--- src/rtl/ffra_pkg.sv ---
// Shared types, codes and constants of the frame-fenced ring allocator.
`timescale 1ns / 1ps
`default_nettype none

package ffra_pkg;

  // Default parameter values
  localparam int unsigned FrameQueueDepthDef = 4;
  localparam int unsigned AddrBitsDef        = 24;

  // Fixed field widths
  localparam int unsigned FuncW   = 2;
  localparam int unsigned ReqW    = 25;
  localparam int unsigned FidW    = 64;
  localparam int unsigned OffsetW = 24;
  localparam int unsigned StatusW = 3;
  localparam int unsigned UsedW   = 25;
  localparam int unsigned BlocksW = 17;

  // One block is 256 bytes
  localparam int unsigned BlockShift = 8;
  localparam logic [BlocksW-1:0] BlocksReset = BlocksW'(4096);

  // Function codes
  typedef enum logic [FuncW-1:0] {
    FUNC_ALLOC    = 2'd0,
    FUNC_FINISH   = 2'd1,
    FUNC_COMPLETE = 2'd2
  } func_e;

  // Result status codes
  typedef enum logic [StatusW-1:0] {
    STATUS_OK          = 3'd0,
    STATUS_NO_SPACE    = 3'd1,
    STATUS_QUEUE_FULL  = 3'd2,
    STATUS_QUEUE_EMPTY = 3'd3,
    STATUS_MISMATCH    = 3'd4
  } status_e;

  // Controller states
  typedef enum logic {
    ST_IDLE,
    ST_EXEC
  } state_e;

  // Commands from controller to datapath
  typedef struct packed {
    logic accept;  // capture input word and read the oldest mark
    logic exec;    // apply the operation and load the result register
    logic clear;   // load buffer size and clear pointers and queue
  } cmd_t;

endpackage

`default_nettype wire

--- src/rtl/ffra_ctrl.sv ---
// Controller: handshakes and sequencing of one operation at a time.
`timescale 1ns / 1ps
`default_nettype none

module ffra_ctrl
  import ffra_pkg::*;
(
  input  wire logic clk_i,
  input  wire logic rst_ni,
  input  wire logic in_valid_i,
  output logic      in_ready_o,
  output logic      out_valid_o,
  input  wire logic out_ready_i,
  input  wire logic cfg_valid_i,
  output logic      cfg_ready_o,
  output cmd_t      cmd_o
);

  state_e state_q, state_d;
  logic   out_valid_q, out_valid_d;

  // Hold state and result valid flag
  always_ff @(posedge clk_i or negedge rst_ni) begin
    if (!rst_ni) begin
      state_q     <= ST_IDLE;
      out_valid_q <= 1'b0;
    end else begin
      state_q     <= state_d;
      out_valid_q <= out_valid_d;
    end
  end

  // Next state and commands
  always_comb begin
    state_d     = state_q;
    out_valid_d = out_valid_q;
    in_ready_o  = 1'b0;
    cmd_o       = '0;
    cfg_ready_o = 1'b1;
    cmd_o.clear = cfg_valid_i;

    // drop the result word once taken
    if (out_valid_q && out_ready_i) begin
      out_valid_d = 1'b0;
    end

    case (state_q)
      ST_IDLE: begin
        // take a word only when the result register is free by the next cycle
        in_ready_o = !out_valid_q || out_ready_i;
        if (in_valid_i && in_ready_o) begin
          cmd_o.accept = 1'b1;
          state_d      = ST_EXEC;
        end
      end
      ST_EXEC: begin
        cmd_o.exec  = 1'b1;
        out_valid_d = 1'b1;
        state_d     = ST_IDLE;
      end
      default: begin
        state_d = ST_IDLE;
      end
    endcase
  end

  assign out_valid_o = out_valid_q;

endmodule

`default_nettype wire

--- src/rtl/ffra_dp.sv ---
// Datapath: ring pointers, frame mark queue and result register.
`timescale 1ns / 1ps
`default_nettype none

module ffra_dp
  import ffra_pkg::*;
#(
  parameter int unsigned FRAME_QUEUE_DEPTH = FrameQueueDepthDef,
  parameter int unsigned ADDR_BITS         = AddrBitsDef
) (
  input  wire logic               clk_i,
  input  wire logic               rst_ni,
  input  wire cmd_t               cmd_i,
  input  wire logic [BlocksW-1:0] cfg_buffer_blocks_i,
  input  wire logic [FuncW-1:0]   func_i,
  input  wire logic [ReqW-1:0]    alloc_bytes_i,
  input  wire logic [FidW-1:0]    frame_id_i,
  output logic [OffsetW-1:0]      offset_o,
  output logic [StatusW-1:0]      status_o,
  output logic [UsedW-1:0]        used_bytes_o
);

  // Pointer width holds the buffer size itself
  localparam int unsigned PtrW  = ADDR_BITS + 1;
  localparam int unsigned CalcW = ((PtrW > ReqW) ? PtrW : ReqW) + 2;
  localparam int unsigned SatW  = (BlocksW > ADDR_BITS - 7) ? BlocksW : ADDR_BITS - 7;
  localparam int unsigned QPtrW = (FRAME_QUEUE_DEPTH > 1) ? $clog2(FRAME_QUEUE_DEPTH) : 1;
  localparam int unsigned QCntW = $clog2(FRAME_QUEUE_DEPTH + 1);
  localparam logic [QPtrW-1:0] QLast  = QPtrW'(FRAME_QUEUE_DEPTH - 1);
  localparam logic [QCntW-1:0] QDepth = QCntW'(FRAME_QUEUE_DEPTH);
  localparam logic [SatW-1:0]  MaxBlocks = SatW'(1) << (ADDR_BITS - BlockShift);

  // Control state
  logic [BlocksW-1:0] blocks_q;
  logic [PtrW-1:0]    head_q, head_d;
  logic [PtrW-1:0]    tail_q, tail_d;
  logic [PtrW-1:0]    used_q, used_d;
  logic [QPtrW-1:0]   rd_ptr_q, rd_ptr_d;
  logic [QPtrW-1:0]   wr_ptr_q, wr_ptr_d;
  logic [QCntW-1:0]   cnt_q, cnt_d;

  // Captured input word and mark read data
  logic [FuncW-1:0]   func_q;
  logic [ReqW-1:0]    req_q;
  logic [FidW-1:0]    fid_q;
  logic [FidW-1:0]    mark_fid_q;
  logic [PtrW-1:0]    mark_tail_q;

  // Mark queue storage
  logic [FidW-1:0]    mark_fid_mem [FRAME_QUEUE_DEPTH];
  logic [PtrW-1:0]    mark_tail_mem [FRAME_QUEUE_DEPTH];
  logic               push;

  // Result register
  logic [OffsetW-1:0] offset_q;
  logic [StatusW-1:0] status_q;
  logic [UsedW-1:0]   used_out_q;

  // Operation results
  logic [CalcW-1:0]   offset_d;
  status_e            status_d;

  // Wide working copies
  logic [SatW-1:0]    blocks_ext;
  logic [SatW-1:0]    blocks_sat;
  logic [CalcW-1:0]   size;
  logic [CalcW-1:0]   head_w, tail_w, used_w, req_w, mt_w;
  logic [CalcW-1:0]   tail_plus;
  logic [CalcW-1:0]   skip;
  logic [CalcW-1:0]   grow_fit, grow_wrap;
  logic [CalcW-1:0]   free_base, free_sub, free_val;

  // Buffer size in bytes, saturated to the address range
  assign blocks_ext = SatW'(blocks_q);
  assign blocks_sat = (blocks_ext > MaxBlocks) ? MaxBlocks : blocks_ext;
  assign size       = CalcW'(blocks_sat) << BlockShift;

  assign head_w    = CalcW'(head_q);
  assign tail_w    = CalcW'(tail_q);
  assign used_w    = CalcW'(used_q);
  assign req_w     = CalcW'(req_q);
  assign mt_w      = CalcW'(mark_tail_q);
  assign tail_plus = tail_w + req_w;
  assign skip      = (size > tail_w) ? size - tail_w : '0;
  assign grow_fit  = used_w + req_w;
  assign grow_wrap = used_w + skip + req_w;

  // Used count left after freeing up to the oldest mark
  assign free_base = used_w + head_w;
  assign free_sub  = (mark_tail_q >= head_q) ? mt_w : mt_w + size;
  assign free_val  = (used_q == '0 || free_base < free_sub) ? '0 : free_base - free_sub;

  // Next state of the allocator for the captured operation
  always_comb begin
    head_d   = head_q;
    tail_d   = tail_q;
    used_d   = used_q;
    rd_ptr_d = rd_ptr_q;
    wr_ptr_d = wr_ptr_q;
    cnt_d    = cnt_q;
    push     = 1'b0;
    offset_d = '0;
    status_d = STATUS_OK;

    case (func_q)
      FUNC_ALLOC: begin
        status_d = STATUS_NO_SPACE;
        if (used_w != size) begin
          if (tail_q >= head_q) begin
            if (tail_plus <= size) begin
              offset_d = tail_w;
              tail_d   = PtrW'(tail_plus);
              used_d   = PtrW'((grow_fit > size) ? size : grow_fit);
              status_d = STATUS_OK;
            end else if (req_w <= head_w) begin
              // wrap to the start, the skipped end counts as used
              tail_d   = PtrW'(req_w);
              used_d   = PtrW'((grow_wrap > size) ? size : grow_wrap);
              status_d = STATUS_OK;
            end
          end else if (tail_plus <= head_w) begin
            offset_d = tail_w;
            tail_d   = PtrW'(tail_plus);
            used_d   = PtrW'((grow_fit > size) ? size : grow_fit);
            status_d = STATUS_OK;
          end
        end
      end
      FUNC_FINISH: begin
        if (cnt_q >= QDepth) begin
          status_d = STATUS_QUEUE_FULL;
        end else begin
          push     = 1'b1;
          wr_ptr_d = (wr_ptr_q == QLast) ? '0 : wr_ptr_q + 1'b1;
          cnt_d    = cnt_q + 1'b1;
        end
      end
      FUNC_COMPLETE: begin
        if (cnt_q == '0) begin
          status_d = STATUS_QUEUE_EMPTY;
        end else if (mark_fid_q != fid_q) begin
          status_d = STATUS_MISMATCH;
        end else begin
          used_d   = PtrW'((free_val > size) ? size : free_val);
          head_d   = mark_tail_q;
          rd_ptr_d = (rd_ptr_q == QLast) ? '0 : rd_ptr_q + 1'b1;
          cnt_d    = cnt_q - 1'b1;
        end
      end
      default: begin
        status_d = STATUS_OK;
      end
    endcase
  end

  // Hold pointers and size; clear on a size write, advance on execute
  always_ff @(posedge clk_i or negedge rst_ni) begin
    if (!rst_ni) begin
      blocks_q <= BlocksReset;
      head_q   <= '0;
      tail_q   <= '0;
      used_q   <= '0;
      rd_ptr_q <= '0;
      wr_ptr_q <= '0;
      cnt_q    <= '0;
    end else if (cmd_i.clear) begin
      blocks_q <= cfg_buffer_blocks_i;
      head_q   <= '0;
      tail_q   <= '0;
      used_q   <= '0;
      rd_ptr_q <= '0;
      wr_ptr_q <= '0;
      cnt_q    <= '0;
    end else if (cmd_i.exec) begin
      head_q   <= head_d;
      tail_q   <= tail_d;
      used_q   <= used_d;
      rd_ptr_q <= rd_ptr_d;
      wr_ptr_q <= wr_ptr_d;
      cnt_q    <= cnt_d;
    end
  end

  // Capture the input word and read the oldest mark
  always_ff @(posedge clk_i) begin
    if (cmd_i.accept) begin
      func_q      <= func_i;
      req_q       <= alloc_bytes_i;
      fid_q       <= frame_id_i;
      mark_fid_q  <= mark_fid_mem[rd_ptr_q];
      mark_tail_q <= mark_tail_mem[rd_ptr_q];
    end
  end

  // Push a mark at the write pointer
  always_ff @(posedge clk_i) begin
    if (cmd_i.exec && push) begin
      mark_fid_mem[wr_ptr_q]  <= fid_q;
      mark_tail_mem[wr_ptr_q] <= tail_q;
    end
  end

  // Load the result word
  always_ff @(posedge clk_i) begin
    if (cmd_i.exec) begin
      offset_q   <= offset_d[OffsetW-1:0];
      status_q   <= status_d;
      used_out_q <= UsedW'(CalcW'(used_d));
    end
  end

  assign offset_o     = offset_q;
  assign status_o     = status_q;
  assign used_bytes_o = used_out_q;

endmodule

`default_nettype wire

--- src/rtl/frame_fenced_ring_allocator.sv ---
// Top level of the frame-fenced ring allocator.
//
// Ring allocator over buffer_blocks * 256 bytes with a queue of frame marks.
// Each request word is captured and the oldest frame mark read from the
// mark queue memory, then the operation is applied and the result register
// loaded; no new word is taken while an operation is being applied. A new
// word is accepted while the previous result is being taken. Writing the
// size register clears the pointers, the used count and the mark queue in
// the same cycle; the configuration port is always ready, and the user must
// write it only while idle, which the block itself does not enforce.
`timescale 1ns / 1ps
`default_nettype none

module frame_fenced_ring_allocator
  import ffra_pkg::*;
#(
  parameter int unsigned FRAME_QUEUE_DEPTH = FrameQueueDepthDef,
  parameter int unsigned ADDR_BITS         = AddrBitsDef
) (
  input  wire logic               clk_i,
  input  wire logic               rst_ni,
  input  wire logic               cfg_valid_i,
  output logic                    cfg_ready_o,
  input  wire logic [BlocksW-1:0] cfg_buffer_blocks_i,
  input  wire logic               in_valid_i,
  output logic                    in_ready_o,
  input  wire logic [FuncW-1:0]   func_i,
  input  wire logic [ReqW-1:0]    alloc_bytes_i,
  input  wire logic [FidW-1:0]    frame_id_i,
  output logic                    out_valid_o,
  input  wire logic               out_ready_i,
  output logic [OffsetW-1:0]      offset_o,
  output logic [StatusW-1:0]      status_o,
  output logic [UsedW-1:0]        used_bytes_o
);

  cmd_t cmd;

  // Sequence handshakes
  ffra_ctrl u_ctrl (
    .clk_i       (clk_i),
    .rst_ni      (rst_ni),
    .in_valid_i  (in_valid_i),
    .in_ready_o  (in_ready_o),
    .out_valid_o (out_valid_o),
    .out_ready_i (out_ready_i),
    .cfg_valid_i (cfg_valid_i),
    .cfg_ready_o (cfg_ready_o),
    .cmd_o       (cmd)
  );

  // Hold allocator state and compute results
  ffra_dp #(
    .FRAME_QUEUE_DEPTH (FRAME_QUEUE_DEPTH),
    .ADDR_BITS         (ADDR_BITS)
  ) u_dp (
    .clk_i               (clk_i),
    .rst_ni              (rst_ni),
    .cmd_i               (cmd),
    .cfg_buffer_blocks_i (cfg_buffer_blocks_i),
    .func_i              (func_i),
    .alloc_bytes_i       (alloc_bytes_i),
    .frame_id_i          (frame_id_i),
    .offset_o            (offset_o),
    .status_o            (status_o),
    .used_bytes_o        (used_bytes_o)
  );

endmodule

`default_nettype wire
--- config.mk ---
export PLATFORM = sky130hd
export DESIGN_NAME = frame_fenced_ring_allocator
export DESIGN_NICKNAME = d
export VERILOG_FILES = /design/src/rtl/ffra_pkg.sv /design/src/rtl/ffra_ctrl.sv /design/src/rtl/ffra_dp.sv /design/src/rtl/frame_fenced_ring_allocator.sv
export SDC_FILE = /design/constraint.sdc
export NUM_CORES = 1
export LEC_CHECK = 0
export BUFFER_PORTS_ARGS = -buffer_cell sky130_fd_sc_hd__buf_2
export CELL_PAD_IN_SITES_DETAIL_PLACEMENT = 0
export CELL_PAD_IN_SITES_GLOBAL_PLACEMENT = 2
export CORE_AREA = 3 3 223 390
export CTS_CLUSTER_DIAMETER = 60
export DETAILED_ROUTE_END_ITERATION = 10
export DIE_AREA = 0 0 226 393
export MAX_ROUTING_LAYER = met4
export PLACE_DENSITY_LB_ADDON = 0.1
export SETUP_SLACK_MARGIN = 0.5
export SYNTH_ARGS = -nofsm -noshare
export SYNTH_HDL_FRONTEND = slang
export SYNTH_HIERARCHICAL = 1
export SYNTH_SLANG_ARGS = --single-unit
--- constraint.sdc ---
create_clock -name clk_i -period 17.9 [get_ports clk_i]
set_input_delay 3.58 -clock clk_i [delete_from_list [all_inputs] [get_ports clk_i]]
set_output_delay 3.58 -clock clk_i [all_outputs]
set_load 0.02 [all_outputs]
==> key figures <==
Status
  – Status: completed

Synthesis
  – Netlist cell types: 94
  – Synth area leader: edfxtp_1
  – Asr flop ratio synth: 14.7%
  – Yosys top cell area share: between 40 and 50%
  – Post-synth EDFFs: ~590
  – Mean Syn Cell Area: 12.1 µm²
  – Area contributors post-synth: edfxtp_1 (45%), ha_1 (11%), dfrtp_1 (6.3%)
  – Syn Inst Count: roughly 3300
  – Post-synth net total: about 3700
  – Dominant synthesized flop cell: edfxtp_1
  – #FFs+latches synth: roughly 690
  – Top-count cell post-synth: edfxtp_1
  – Register area share after synthesis: 51.2%
  – Mapped cell area: just under 40000 µm²
  – Synth warnings: 6
  – Synth top cells by count: edfxtp_1 (588), ha_1 (334), nor2_1 (265)

CTS
  – CTS Buf Count: 66
  – Max Root-Sink Buffers: 3
  – H-Tree Level Count: 3
  – Post_cts resized: 0
  – Worst skew pair latency: about 0.65 ns
  – Post-CTS setup buffers: 0
  – CTS root buf: clkbuf_16
  – Clk slew on worst S/H paths: about 0.06 ns
  – TritonCTS clock tree: built
  – CTS sink cnt: approximately 700
  – Post-CTS Hold Buffers: 0

Setup path
  – Cell family contributing the most delay on the critical path: compound AO/OA/AOI/OAI gates
  – Crit path DAT: approximately 13 ns
  – CP most frequent cell: o21ai_0
  – Startpoint types: flip-flop
  – Critical Path RT: 18.38 ns
  – WP buf/inv: 5
  – FF-to-FF setup slack: 5.15 ns
  – Crit-path max FO: 17
  – Crit-path max cell delay: 0.86 ns
  – Crit. End Element: flip-flop
  – Slowest-stage cell, CP: dfrtp_1
  – Crit Path Category: flip-flop to flip-flop

GRT
  – Antenna violations before repair: 5
  – Gr ovfl total: 0
  – First-pass GRT wire length: 203 mm
  – Pin count of the biggest net entering global routing: 65
  – Vias in the first global route: ~30000
  – Overall routing resource usage: 33.0%

Route
  – Final ANT Viol Nets: 0
  – Pre-antenna DRT Iters: 7
  – Routed via count: approximately 28000
  – DRC viols: 0
  – Vias per cell: 6.22
  – Total length of routed wires: approximately 140 mm
  – Drt wl/cell: 30.8 µm
  – Iteration-0 DRC count of the detailed router: roughly 1900

STA
  – WHS: 0.534 ns
  – Slew of the pin with the lowest slew margin: 1.41 ns
  – Max Freq: approximately 78 MHz
  – Tmin final: between 10 and 15 ns
  – Final setup violation count: 0
  – RSZ-0062 raised after global routing: false
  – Final worst-path cycle share: slightly above 70%
  – Setup_tns: 0 ns
  – Final hold violations: 0
  – Max-slew headroom: 4.74%
  – Fin Clk Skew: about 0.026 ns
  – Final Max Slew Viols: 0

Cells and area
  – Fill cell count: between 7000 and 8000
  – Fin nets: around 3900
  – Share of layout cells above drive strength 1: approximately 14%
  – Area delta synth->final: 11.4%

Pwr
  – Peak supply drop: 0.118 mV
  – Pwr Total: approximately 5.5 mW
  – Pleak: ~17 nW
  – PD cells: between 100 and 150 nW/µm²

Floorplanning
  – Die span in y: 393 µm
  – Die span in x: roughly 230 µm
  – Initial Utilization: 46.8%
  – Row count: between 100 and 150
  – Die area: approximately 90000 µm²
  – Total core area: approximately 84000 µm²
  – Ports: ~170

Placed design
  – IO buf count: between 150 and 200
  – Post-DP HPWL: ~110 mm
  – Placer Congestion: 1.02

Hold path
  – Hold Crit Class: flip-flop to flip-flop

Run
  – Number of max-cap violations: 0
[through the flow]
| step | std cells | area (µm²) | worst slack, ns | utilization, % |
|---|---|---|---|---|
| floorplan | 3255 | 39400 | 8.89 | - |
| global placement | 4463 | 41800 | 5.55 | 49.7 |
| detailed placement | 4463 | 41800 | 5.31 | 49.7 |
| CTS | 4582 | 43900 | 5.28 | 52.2 |
| global route | 4585 | 43900 | 4.32 | 52.2 |
| finish | 4585 | 43900 | 5.15 | 52.2 |
[worst paths after layout]
check,startpoint,end,depth (start not counted)
setup / recovery,u_dp/blocks_ext[16],u_dp/used_q[20],40
hold / removal,u_dp/fid_q[20],u_dp/mark_fid_mem[3][20],0
setup reg to reg,u_dp/blocks_ext[16],u_dp/used_q[20],40
hold reg to reg,u_dp/fid_q[20],u_dp/mark_fid_mem[3][20],0
max in group asynchronous,rst_ni,u_ctrl/state_q,2
min in group asynchronous,rst_ni,u_dp/used_q[2],1
[area by class of cell]
class | instances | area, µm² | share of cell area, %
multi-input cells | 2336 | 18400 | 42.0
clock inverters | 39 | 384 | 0.875
diodes | 3 | 7.51 | 0.0171
flip-flops and latches | 689 | 20200 | 46.0
repair buffers | 226 | 1290 | 2.93
well taps | 1072 | 1340 | 3.06
inverters | 140 | 526 | 1.20
clock buffers | 80 | 1720 | 3.93
[sequential cells by signal, indices dropped and copies added (netlist names), 3 cells and up]
signal	cells
u_dp/used_q	25
u_dp/blocks_ext	17
u_dp/mark_tail_q	25
u_dp/offset_o	24
u_dp/used_bytes_o	25
u_dp/cnt_q	3
u_dp/mark_tail_mem	100
u_dp/mark_fid_mem	256
u_dp/mark_fid_q	64
u_dp/tail_q	25
u_dp/status_o	3
u_dp/fid_q	64
u_dp/req_q	25
u_dp/head_q	25
[cells by family (layout without fill, tap and decap cells)]
family / Yosys count / after routing / share of synthesized area [%]
mux: 141 / 141 / 6.46
xor+xnor: 204 / 204 / 4.53
simple gates: 877 / 877 / 10.7
fa+ha+maj: 366 / 366 / 12.2
compound gates: 746 / 746 / 12.6
flops: 689 / 689 / 51.2
other cells: 2 / 5 / 0.0191
buf+inv: 230 / 485 / 2.27
[power breakdown]
part / switching, mW / internal, mW
Clock: 0.634 / 0.746
Sequential: 0.0941 / 1.84
Combinational: 1.42 / 0.732
Total: 2.14 / 3.32
[metal layers]
| layer | wire length, µm | part of all wire [%] | GRT usage [%] |
|---|---|---|---|
| met1 | 48100 | 34 | 33.6 |
| met2 | 71500 | 51 | 56.1 |
| met3 | 7240 | 5.1 | 5.16 |
| met4 | 14400 | 10 | 27.1 |
| met5 | 0 | 0 | - |
[placed cells by master, fill, tap and decap left out, drive strengths merged, types with 16 or more instances in the layout]
master / count
inv: 145
a21oi: 223
clkbuf: 80
o22ai: 16
dfrtp: 100
a311oi: 29
a211oi: 38
mux2: 18
xnor2: 85
nor4: 40
o21ai: 128
buf: 226
a21o: 81
fa: 32
edfxtp: 588
nand3: 43
nand2b: 34
nor2: 265
nand4: 46
mux4: 89
xor2: 119
nor2b: 32
or3: 18
nor3: 69
clkinv: 28
and3: 20
o21bai: 26
ha: 334
o21a: 35
mux2i: 34
and2: 33
nand2: 225
Note: power is estimated with default switching activity, not from simulation.
